$ cat src/hdl/lfia_pkg.sv
// Package for the lowest free ID allocator.
// Holds the request mode codes, the word operation codes and the structs
// passed between the sequencer and the word update unit. No dependencies.
package lfia_pkg;

    localparam int WORD_W = 32;
    localparam int OFF_W  = 5;

    typedef enum logic [2:0] {
        MODE_ALLOC       = 3'd0,
        MODE_RELEASE     = 3'd1,
        MODE_MARK        = 3'd2,
        MODE_MARK_RANGE  = 3'd3,
        MODE_ALLOC_RANGE = 3'd4
    } mode_t;

    // OP_FIRST claims the lowest free bit, OP_CLAIM claims every bit up to
    // the first used one, OP_SET frees the bits of the mask.
    typedef enum logic [1:0] {
        OP_FIRST = 2'd0,
        OP_CLAIM = 2'd1,
        OP_SET   = 2'd2
    } op_t;

    typedef struct packed {
        op_t              op;
        logic             at_first;
        logic             at_last;
        logic [OFF_W-1:0] lo_off;
        logic [OFF_W-1:0] last_off;
    } word_req_t;

    typedef struct packed {
        logic              found;
        logic [OFF_W-1:0]  pos;
        logic [WORD_W-1:0] wdata;
    } word_rsp_t;

endpackage

$ cat src/hdl/lfia_if.sv
// Channel interfaces of the lowest free ID allocator: request and result.
// Valid/ready handshake; depends on nothing else.
interface lfia_req_if;
    logic       valid;
    logic       ready;
    logic [2:0] mode;
    logic [7:0] id;
    logic [8:0] range_end;

    modport source (output valid, mode, id, range_end, input ready);
    modport sink (input valid, mode, id, range_end, output ready);
endinterface

interface lfia_rsp_if;
    logic       valid;
    logic       ready;
    logic [7:0] result_id;
    logic       ok;

    modport source (output valid, result_id, ok, input ready);
    modport sink (input valid, result_id, ok, output ready);
endinterface

$ cat src/hdl/lfia_ram.sv
// Single-port-write, single-port-read synchronous RAM holding the free
// bitmap, one 32-bit word per entry, with registered read data.
// Depends on lfia_pkg for the word width.
module lfia_ram
    import lfia_pkg::*;
#(
    parameter int DEPTH = 8,
    parameter int AW    = 3
)
(
    input  logic              clk,
    input  logic              we,
    input  logic [AW-1:0]     waddr,
    input  logic [WORD_W-1:0] wdata,
    input  logic [AW-1:0]     raddr,
    output logic [WORD_W-1:0] rdata
);

    logic [WORD_W-1:0] mem [DEPTH];

    always_ff @(posedge clk)
    begin
        if (we)
        begin
            mem[waddr] <= wdata;
        end
        rdata <= mem[raddr];
    end

endmodule

$ cat src/hdl/lfia_word_op.sv
// Word update unit: builds the range mask for one bitmap word, finds the
// lowest free or used bit inside it and forms the word to write back.
// Depends on lfia_pkg.
module lfia_word_op
    import lfia_pkg::*;
(
    input  logic [WORD_W-1:0] data,
    input  word_req_t         req,
    output word_rsp_t         rsp
);

    logic [WORD_W-1:0] mask;
    logic [WORD_W-1:0] cand;
    logic [WORD_W-1:0] iso;
    logic [WORD_W-1:0] below;
    logic [OFF_W-1:0]  pos;

    always_comb
    begin
        mask = '0;
        for (int j = 0; j < WORD_W; j++)
        begin
            mask[j] = (!req.at_first || (OFF_W'(j) >= req.lo_off)) &&
                      (!req.at_last  || (OFF_W'(j) <= req.last_off));
        end
        cand = (req.op == OP_CLAIM) ? (~data & mask) : (data & mask);
        // Isolate the lowest set bit; the bits below it form iso - 1, which
        // is all ones when nothing is set.
        iso   = cand & (~cand + WORD_W'(1));
        below = iso - WORD_W'(1);
        pos   = '0;
        for (int j = 0; j < WORD_W; j++)
        begin
            if (iso[j])
            begin
                pos = pos | OFF_W'(j);
            end
        end
        rsp.found = |cand;
        rsp.pos   = pos;
        unique case (req.op)
            OP_FIRST: rsp.wdata = data & ~iso;
            OP_CLAIM: rsp.wdata = data & ~(mask & below);
            OP_SET:   rsp.wdata = data | mask;
            default:  rsp.wdata = data;
        endcase
    end

endmodule

$ cat src/hdl/lowest_free_id_allocator_top.sv
// Lowest free ID allocator: one free bit per ID kept in a RAM of 32-bit
// words, ID 0 never free. A request that touches a single word (release,
// mark used, and allocations or ranges that end in their first word) passes
// a RAM read state, an update state and a finishing state before the next
// is accepted; every further word scanned adds one RAM read and one
// read-modify-write, and a plain allocate scans at most ceil(ID_COUNT / 32)
// words. A request with an empty range goes straight to the finishing
// state. After reset a clearing pass writes each RAM word before the first
// item is taken. Depends on lfia_pkg, lfia_if, lfia_ram and lfia_word_op.
module lowest_free_id_allocator_top
    import lfia_pkg::*;
#(
    parameter int ID_COUNT = 256
)
(
    input  logic      clk,
    input  logic      rst_n,
    lfia_req_if.sink  req,
    lfia_rsp_if.source rsp
);

    localparam int AW    = (ID_COUNT > 1) ? $clog2(ID_COUNT) : 1;
    localparam int PW    = (AW + 1 > 9) ? AW + 1 : 9;
    localparam int CW    = PW - OFF_W;
    localparam int DEPTH = (ID_COUNT + WORD_W - 1) / WORD_W;
    localparam int WAW   = (DEPTH > 1) ? $clog2(DEPTH) : 1;
    localparam logic [WAW-1:0] LAST_WORD = WAW'(DEPTH - 1);

    typedef enum logic [2:0] {
        ST_INIT,
        ST_IDLE,
        ST_RD,
        ST_PROC,
        ST_FIN
    } state_t;

    state_t           state_reg;
    logic [WAW-1:0]   init_cnt_reg;
    op_t              op_reg;
    logic             ovf_reg;
    logic [CW-1:0]    cur_w_reg;
    logic [CW-1:0]    lo_w_reg;
    logic [OFF_W-1:0] lo_off_reg;
    logic [CW-1:0]    last_w_reg;
    logic [OFF_W-1:0] last_off_reg;
    logic [7:0]       res_id_reg;
    logic             res_ok_reg;
    logic             out_valid_reg;
    logic [7:0]       out_id_reg;
    logic             out_ok_reg;

    logic [PW-1:0] id_p;
    logic [PW-1:0] end_p;
    logic [PW-1:0] cnt_p;
    logic [PW-1:0] end_clip;
    logic [PW-1:0] lo_next;
    logic [PW-1:0] hi_next;
    logic [PW-1:0] last_next;
    op_t           op_next;
    logic          ovf_next;
    logic          empty_ok;

    logic              ram_we;
    logic [WAW-1:0]    ram_waddr;
    logic [WORD_W-1:0] ram_wdata;
    logic [WORD_W-1:0] ram_rdata;
    logic [WORD_W-1:0] init_word;
    word_req_t         wreq;
    word_rsp_t         wrsp;
    logic [PW-1:0]     found_id;

    // Request decode into an ID range [lo, hi) and a word operation.
    always_comb
    begin
        id_p     = PW'(req.id);
        end_p    = PW'(req.range_end);
        cnt_p    = PW'(ID_COUNT);
        end_clip = (end_p < cnt_p) ? end_p : cnt_p;
        lo_next  = id_p;
        hi_next  = end_clip;
        op_next  = OP_FIRST;
        ovf_next = 1'b0;
        unique case (mode_t'(req.mode))
            MODE_ALLOC:
            begin
                lo_next = PW'(1);
                hi_next = cnt_p;
            end
            MODE_RELEASE:
            begin
                op_next = OP_SET;
                hi_next = ((id_p != '0) && (id_p < cnt_p)) ? id_p + PW'(1) : id_p;
            end
            MODE_MARK:
            begin
                op_next  = OP_CLAIM;
                hi_next  = (id_p < cnt_p) ? id_p + PW'(1) : id_p;
                ovf_next = (id_p >= cnt_p);
            end
            MODE_MARK_RANGE:
            begin
                op_next  = OP_CLAIM;
                ovf_next = (end_p > cnt_p) && (id_p < end_p);
            end
            MODE_ALLOC_RANGE:
            begin
                op_next = OP_FIRST;
            end
            default:
            begin
                lo_next = '0;
                hi_next = '0;
            end
        endcase
        last_next = hi_next - PW'(1);
        unique case (op_next)
            OP_FIRST: empty_ok = 1'b0;
            OP_CLAIM: empty_ok = !ovf_next;
            OP_SET:   empty_ok = 1'b1;
            default:  empty_ok = 1'b0;
        endcase
    end

    // Reset image of one word: a bit is free when its ID lies in 1..ID_COUNT-1.
    always_comb
    begin
        init_word = '0;
        for (int j = 0; j < WORD_W; j++)
        begin
            init_word[j] = (32'({init_cnt_reg, OFF_W'(j)}) < 32'(ID_COUNT)) &&
                           ({init_cnt_reg, OFF_W'(j)} != '0);
        end
    end

    always_comb
    begin
        wreq.op       = op_reg;
        wreq.at_first = (cur_w_reg == lo_w_reg);
        wreq.at_last  = (cur_w_reg == last_w_reg);
        wreq.lo_off   = lo_off_reg;
        wreq.last_off = last_off_reg;
        found_id      = {cur_w_reg, wrsp.pos};
    end

    // The RAM is written only in the clearing pass and in the update cycle,
    // and the next read of the same word is never issued before that write.
    assign ram_we    = (state_reg == ST_INIT) || (state_reg == ST_PROC);
    assign ram_waddr = (state_reg == ST_INIT) ? init_cnt_reg : cur_w_reg[WAW-1:0];
    assign ram_wdata = (state_reg == ST_INIT) ? init_word : wrsp.wdata;

    lfia_ram #(
        .DEPTH (DEPTH),
        .AW    (WAW)
    ) u_ram (
        .clk   (clk),
        .we    (ram_we),
        .waddr (ram_waddr),
        .wdata (ram_wdata),
        .raddr (cur_w_reg[WAW-1:0]),
        .rdata (ram_rdata)
    );

    lfia_word_op u_word_op (
        .data (ram_rdata),
        .req  (wreq),
        .rsp  (wrsp)
    );

    always_ff @(posedge clk or negedge rst_n)
    begin
        if (!rst_n)
        begin
            state_reg     <= ST_INIT;
            init_cnt_reg  <= '0;
            out_valid_reg <= 1'b0;
            op_reg        <= OP_FIRST;
            ovf_reg       <= 1'b0;
            cur_w_reg     <= '0;
            lo_w_reg      <= '0;
            lo_off_reg    <= '0;
            last_w_reg    <= '0;
            last_off_reg  <= '0;
            res_id_reg    <= '0;
            res_ok_reg    <= 1'b0;
            out_id_reg    <= '0;
            out_ok_reg    <= 1'b0;
        end
        else
        begin
            // In the finishing state the result register is reloaded below instead.
            if (out_valid_reg && rsp.ready && (state_reg != ST_FIN))
            begin
                out_valid_reg <= 1'b0;
            end
            unique case (state_reg)
                ST_INIT:
                begin
                    init_cnt_reg <= init_cnt_reg + WAW'(1);
                    if (init_cnt_reg == LAST_WORD)
                    begin
                        state_reg <= ST_IDLE;
                    end
                end
                ST_IDLE:
                begin
                    if (req.valid)
                    begin
                        op_reg       <= op_next;
                        ovf_reg      <= ovf_next;
                        cur_w_reg    <= lo_next[PW-1:OFF_W];
                        lo_w_reg     <= lo_next[PW-1:OFF_W];
                        lo_off_reg   <= lo_next[OFF_W-1:0];
                        last_w_reg   <= last_next[PW-1:OFF_W];
                        last_off_reg <= last_next[OFF_W-1:0];
                        if (lo_next >= hi_next)
                        begin
                            res_id_reg <= '0;
                            res_ok_reg <= empty_ok;
                            state_reg  <= ST_FIN;
                        end
                        else
                        begin
                            state_reg <= ST_RD;
                        end
                    end
                end
                ST_RD:
                begin
                    state_reg <= ST_PROC;
                end
                ST_PROC:
                begin
                    unique case (op_reg)
                        OP_FIRST:
                        begin
                            if (wrsp.found)
                            begin
                                res_id_reg <= found_id[7:0];
                                res_ok_reg <= 1'b1;
                                state_reg  <= ST_FIN;
                            end
                            else if (wreq.at_last)
                            begin
                                res_id_reg <= '0;
                                res_ok_reg <= 1'b0;
                                state_reg  <= ST_FIN;
                            end
                            else
                            begin
                                cur_w_reg <= cur_w_reg + CW'(1);
                                state_reg <= ST_RD;
                            end
                        end
                        OP_CLAIM:
                        begin
                            res_id_reg <= '0;
                            if (wrsp.found)
                            begin
                                res_ok_reg <= 1'b0;
                                state_reg  <= ST_FIN;
                            end
                            else if (wreq.at_last)
                            begin
                                res_ok_reg <= !ovf_reg;
                                state_reg  <= ST_FIN;
                            end
                            else
                            begin
                                cur_w_reg <= cur_w_reg + CW'(1);
                                state_reg <= ST_RD;
                            end
                        end
                        OP_SET:
                        begin
                            res_id_reg <= '0;
                            res_ok_reg <= 1'b1;
                            state_reg  <= ST_FIN;
                        end
                        default:
                        begin
                            res_id_reg <= '0;
                            res_ok_reg <= 1'b0;
                            state_reg  <= ST_FIN;
                        end
                    endcase
                end
                ST_FIN:
                begin
                    if (!out_valid_reg || rsp.ready)
                    begin
                        out_valid_reg <= 1'b1;
                        out_id_reg    <= res_id_reg;
                        out_ok_reg    <= res_ok_reg;
                        state_reg     <= ST_IDLE;
                    end
                end
                default:
                begin
                    state_reg <= ST_IDLE;
                end
            endcase
        end
    end

    assign req.ready     = (state_reg == ST_IDLE);
    assign rsp.valid     = out_valid_reg;
    assign rsp.result_id = out_id_reg;
    assign rsp.ok        = out_ok_reg;

endmodule

$ cat src/flat_wrapper.sv
// flat-port wrapper written by rule: the top's interface ports become plain ports
module lowest_free_id_allocator_top_flat import lfia_pkg::*;
#(
    parameter int ID_COUNT = 256
)
  (clk, rst_n, req_valid, req_mode, req_id, req_range_end, req_ready, rsp_valid, rsp_result_id, rsp_ok, rsp_ready);
  lfia_req_if req_i ();
  lfia_rsp_if rsp_i ();
  input  logic clk;
  input  logic rst_n;
  input wire logic [$bits(req_i.valid)-1:0] req_valid;
  input wire logic [$bits(req_i.mode)-1:0] req_mode;
  input wire logic [$bits(req_i.id)-1:0] req_id;
  input wire logic [$bits(req_i.range_end)-1:0] req_range_end;
  output wire logic [$bits(req_i.ready)-1:0] req_ready;
  output wire logic [$bits(rsp_i.valid)-1:0] rsp_valid;
  output wire logic [$bits(rsp_i.result_id)-1:0] rsp_result_id;
  output wire logic [$bits(rsp_i.ok)-1:0] rsp_ok;
  input wire logic [$bits(rsp_i.ready)-1:0] rsp_ready;
  assign req_i.valid = req_valid;
  assign req_i.mode = req_mode;
  assign req_i.id = req_id;
  assign req_i.range_end = req_range_end;
  assign req_ready = req_i.ready;
  assign rsp_valid = rsp_i.valid;
  assign rsp_result_id = rsp_i.result_id;
  assign rsp_ok = rsp_i.ok;
  assign rsp_i.ready = rsp_ready;
  lowest_free_id_allocator_top #(.ID_COUNT(ID_COUNT)) u_core (.clk(clk), .rst_n(rst_n), .req(req_i), .rsp(rsp_i));
endmodule
$ cat config.mk
export PLATFORM = sky130hd
export DESIGN_NAME = lowest_free_id_allocator_top_flat
export DESIGN_NICKNAME = d
export VERILOG_FILES = /design/src/hdl/lfia_pkg.sv /design/src/hdl/lfia_if.sv /design/src/hdl/lfia_ram.sv /design/src/hdl/lfia_word_op.sv /design/src/hdl/lowest_free_id_allocator_top.sv /design/src/flat_wrapper.sv
export SDC_FILE = /design/constraint.sdc
export NUM_CORES = 1
export LEC_CHECK = 0
export BUFFER_PORTS_ARGS = -buffer_cell sky130_fd_sc_hd__buf_2
export CELL_PAD_IN_SITES_DETAIL_PLACEMENT = 0
export CELL_PAD_IN_SITES_GLOBAL_PLACEMENT = 1
export CORE_ASPECT_RATIO = 0.9
export CORE_UTILIZATION = 53
export DETAILED_ROUTE_END_ITERATION = 12
export HOLD_SLACK_MARGIN = 0.02
export PLACE_DENSITY = 0.78
export SKIP_CTS_REPAIR_TIMING = 1
export SLEW_MARGIN = 20
export SYNTH_ARGS = -nofsm -noshare
export SYNTH_HDL_FRONTEND = slang
export SYNTH_SLANG_ARGS = --single-unit
$ cat constraint.sdc
create_clock -name clk -period 4.9 [get_ports clk]
set_clock_uncertainty 0.1 [all_clocks]
set_input_delay 0.735 -clock clk [delete_from_list [all_inputs] [get_ports clk]]
set_output_delay 0.735 -clock clk [all_outputs]
set_load 0.01 [all_outputs]
==> metrics.cfg <==
[synth]
synth_top_area_cell=edfxtp_1
yosysMostFrequentCell=edfxtp_1
yosys-top-cells-count=edfxtp_1 (256), nand2_1 (86), o21ai_0 (71)
yosys_warnings=0
postSynthCellCount=1266
yosysSeqAreaShare_pct=57.9
syn_area_per_cell_um2=13.0
syn_nets=1308
syn-cell-area_um2=16500
async_reset_ff_share_pct=14.5
ys.flop_type=edfxtp_1
synth_seq_cells=337
yosysUniqueCellTypes=91
synth_top_area_share_pct=46.6
synth_edf_count=256
synth.area.top_cells=edfxtp_1 (47%), mux4_2 (8.7%), dfrtp_1 (7.4%)

[final_layout]
diodes=0
top_regs=u_core.u_ram.mem x256, u_core.u_ram.rdata x32
multi_input_area_um2=6560
seq_area_um2=9560
area.growth.synth_to_final_pct=12.3
drive_above_1_share_pct=21.9
largest_register=u_core.u_ram.mem
fillers=2351
largest_reg_flops=256
nets=1359

[timing]
period_needed_ns=4.55
worst_pin_slew_ns=0.940
fin_crit_sh_pct=92.9
tns_ns=0
hold_viol_final=0
slew_headroom_pct=36.6
report.final.slew_viol_count=0
worst_slack_ns=0.347
fmax_mhz=220
finalSetupViolCount=0
grt_setup_unrepaired=false

[clock_network]
clk_latency_ns=0.54
ctsRootBufferMaster=clkbuf_16
numClockSinks=337
cts_tree=yes
ctsHtreeMaxLevel=2
cts_buffers=34
ctsLongestPathBuffers=3
cts.clk_slew.worst_paths_ns=0.07

[detailed_routing]
drt_first_pass_iters=6
postRouteAntennaNets=0
remaining_drc_errors=0
wl_um=44500
routed_via_density=6.41
drt_iter0_markers=1027
vias=11200
wire_per_inst_um=25.5

[floorplanning]
top_level_ports=35
die-area_um2=31800
placement_rows=60
start_util_pct=54.5
die_w_um=188
fp.coreArea_um2=30300
fp.dieH_um=169

[power_and_ir_drop]
p_leak_uw=0.00645
peakVddDrop_mv=0.518
power_density_nw_per_um2=785

[setup_path]
r2r-end=u_core.u_ram.mem[2][28]
path_max_fanout=11
end_kind=register
crit_top_cell=a21oi_1
path_cells=xor2_1 -> or4_4 -> o2bb2ai_1 -> a21oi_1 -> or3_1 -> nor4_1 -> nor4bb_1 -> nand4_1 -> o21ai_1 -> a21oi_1
cp.arrival_ns=4.69
reg2regPathDepth=10
required_ns=5.04
criticalPathCategory=register to register
r2r_slack_ns=0.35
regToRegStartpoint=u_core.cur_w_reg[1]
critPathLaunch=u_core.cur_w_reg[1]
slowest_stage=nor4_1
cp_slowest_stage_delay_ns=0.82
critPathLaunchType=register

[global_route]
grt_pass1_vias=11000
grtUsageTotal_pct=28.6
gr-total-overflow=0
grt_pass1_wl_um=67500
antenna_found_initial=0
grt_max_degree=50

[worst_hold_path]
hp-class=primary input to asynchronous set/reset pin

[placed_design]
place_congestion=1.04
io_buffers=34
pre_cts_slack_ns=0.415
dpl.hpwl_um=30200

[outcome]
outcome=complete, no violations

[job]
maxCapViolCount=0

cell type report:
type / count / area share [%]
inverter: 37 / 0.750
multi-input combinational: 815 / 35.4
clock inverter: 11 / 0.736
sequential: 337 / 51.6
tap: 403 / 2.72
timing repair buffer: 92 / 3.54
clock buffer: 51 / 5.22
how the worst max path moves through the flow:
stage / slack [ns] / endpoint
3_5_place_dp: 0.42 / u_core.res_ok_reg
3_3_place_gp: 0.50 / u_core.res_ok_reg
6_report: 0.35 / u_core.u_ram.mem[2][28]
5_1_grt: 0.19 / u_core.u_ram.mem[3][28]
2_1_floorplan: 0.70 / u_core.res_ok_reg
4_1_cts: 0.47 / u_core.u_ram.mem[0][27]
routing by layer:
layer	part of all wire [%]	vias to the layer above	wire, µm	global-route usage, %
met4	3.1	0	1390	10.0
met5	0	-	0	0
met1	46	5615	20300	42.3
met3	7.2	90	3200	5.13
li1	-	5039	-	-
met2	44	448	19500	42.5
cell usage in the layout, fill, tap and decap left out, drive strengths merged, types with 5 or more instances in the layout:
master | netlist | layout
a221oi | 16 | 16
dfxtp | 32 | 32
clkbuf | 54 | 51
a22o | 14 | 14
nor2 | 69 | 69
a31oi | 15 | 15
a21o | 12 | 12
nor2b | 10 | 10
buf | 23 | 92
o31ai | 9 | 9
or4 | 5 | 5
and3 | 11 | 11
o21ai | 79 | 79
ha | 18 | 18
nand2b | 15 | 15
or2 | 8 | 8
nor3b | 5 | 5
a21oi | 48 | 48
nand4 | 16 | 16
nor4 | 10 | 10
o211ai | 15 | 15
edfxtp | 256 | 256
or3 | 10 | 10
nand3 | 33 | 33
nor3 | 22 | 22
xnor2 | 45 | 45
inv | 37 | 39
o21a | 6 | 6
xor2 | 10 | 10
o22ai | 17 | 17
clkinv | 0 | 7
o221ai | 10 | 10
a22oi | 15 | 15
nand2 | 86 | 86
mux2 | 46 | 46
dfrtp | 49 | 49
mux2i | 5 | 5
mux4 | 64 | 64
and2 | 12 | 12
kinds of logic after synthesis:
kind of cell / after synthesis / share of synthesized area, %
flip-flops: 337 / 57.9
AO/OA/AOI/OAI: 298 / 12.3
buffers and inverters: 114 / 2.72
multiplexers: 115 / 12.2
XOR/XNOR: 55 / 2.92
adder cells (fa/ha/maj): 19 / 1.43
AND/OR/NAND/NOR: 328 / 10.5
power breakdown:
group	internal [µW]	switching (µW)	total [µW]
Combinational	2550	4290	6840
Sequential	4550	598	5150
Clock	1490	1060	2540
critical path, delay by kind of cell (launching register included):
kind            cells  cell delay (ns)
simple gates        5             2.33
compound gates      4             1.03
flops               1             0.58
xor+xnor            1             0.22
per-stage QoR:
step	hold WS, ns	instance area, µm²	util (%)	power, µW	cells
2_1_floorplan	0.339	16500	-	9580	1266
3_3_place_gp	0.368	17400	57.6	11800	1684
3_5_place_dp	0.369	17400	57.6	11900	1684
4_1_cts	0.220	18500	61.2	14500	1746
5_1_grt	0.265	18500	61.2	15300	1746
6_report	0.224	18500	61.2	14500	1746
Power figures use the tool's default switching activity.
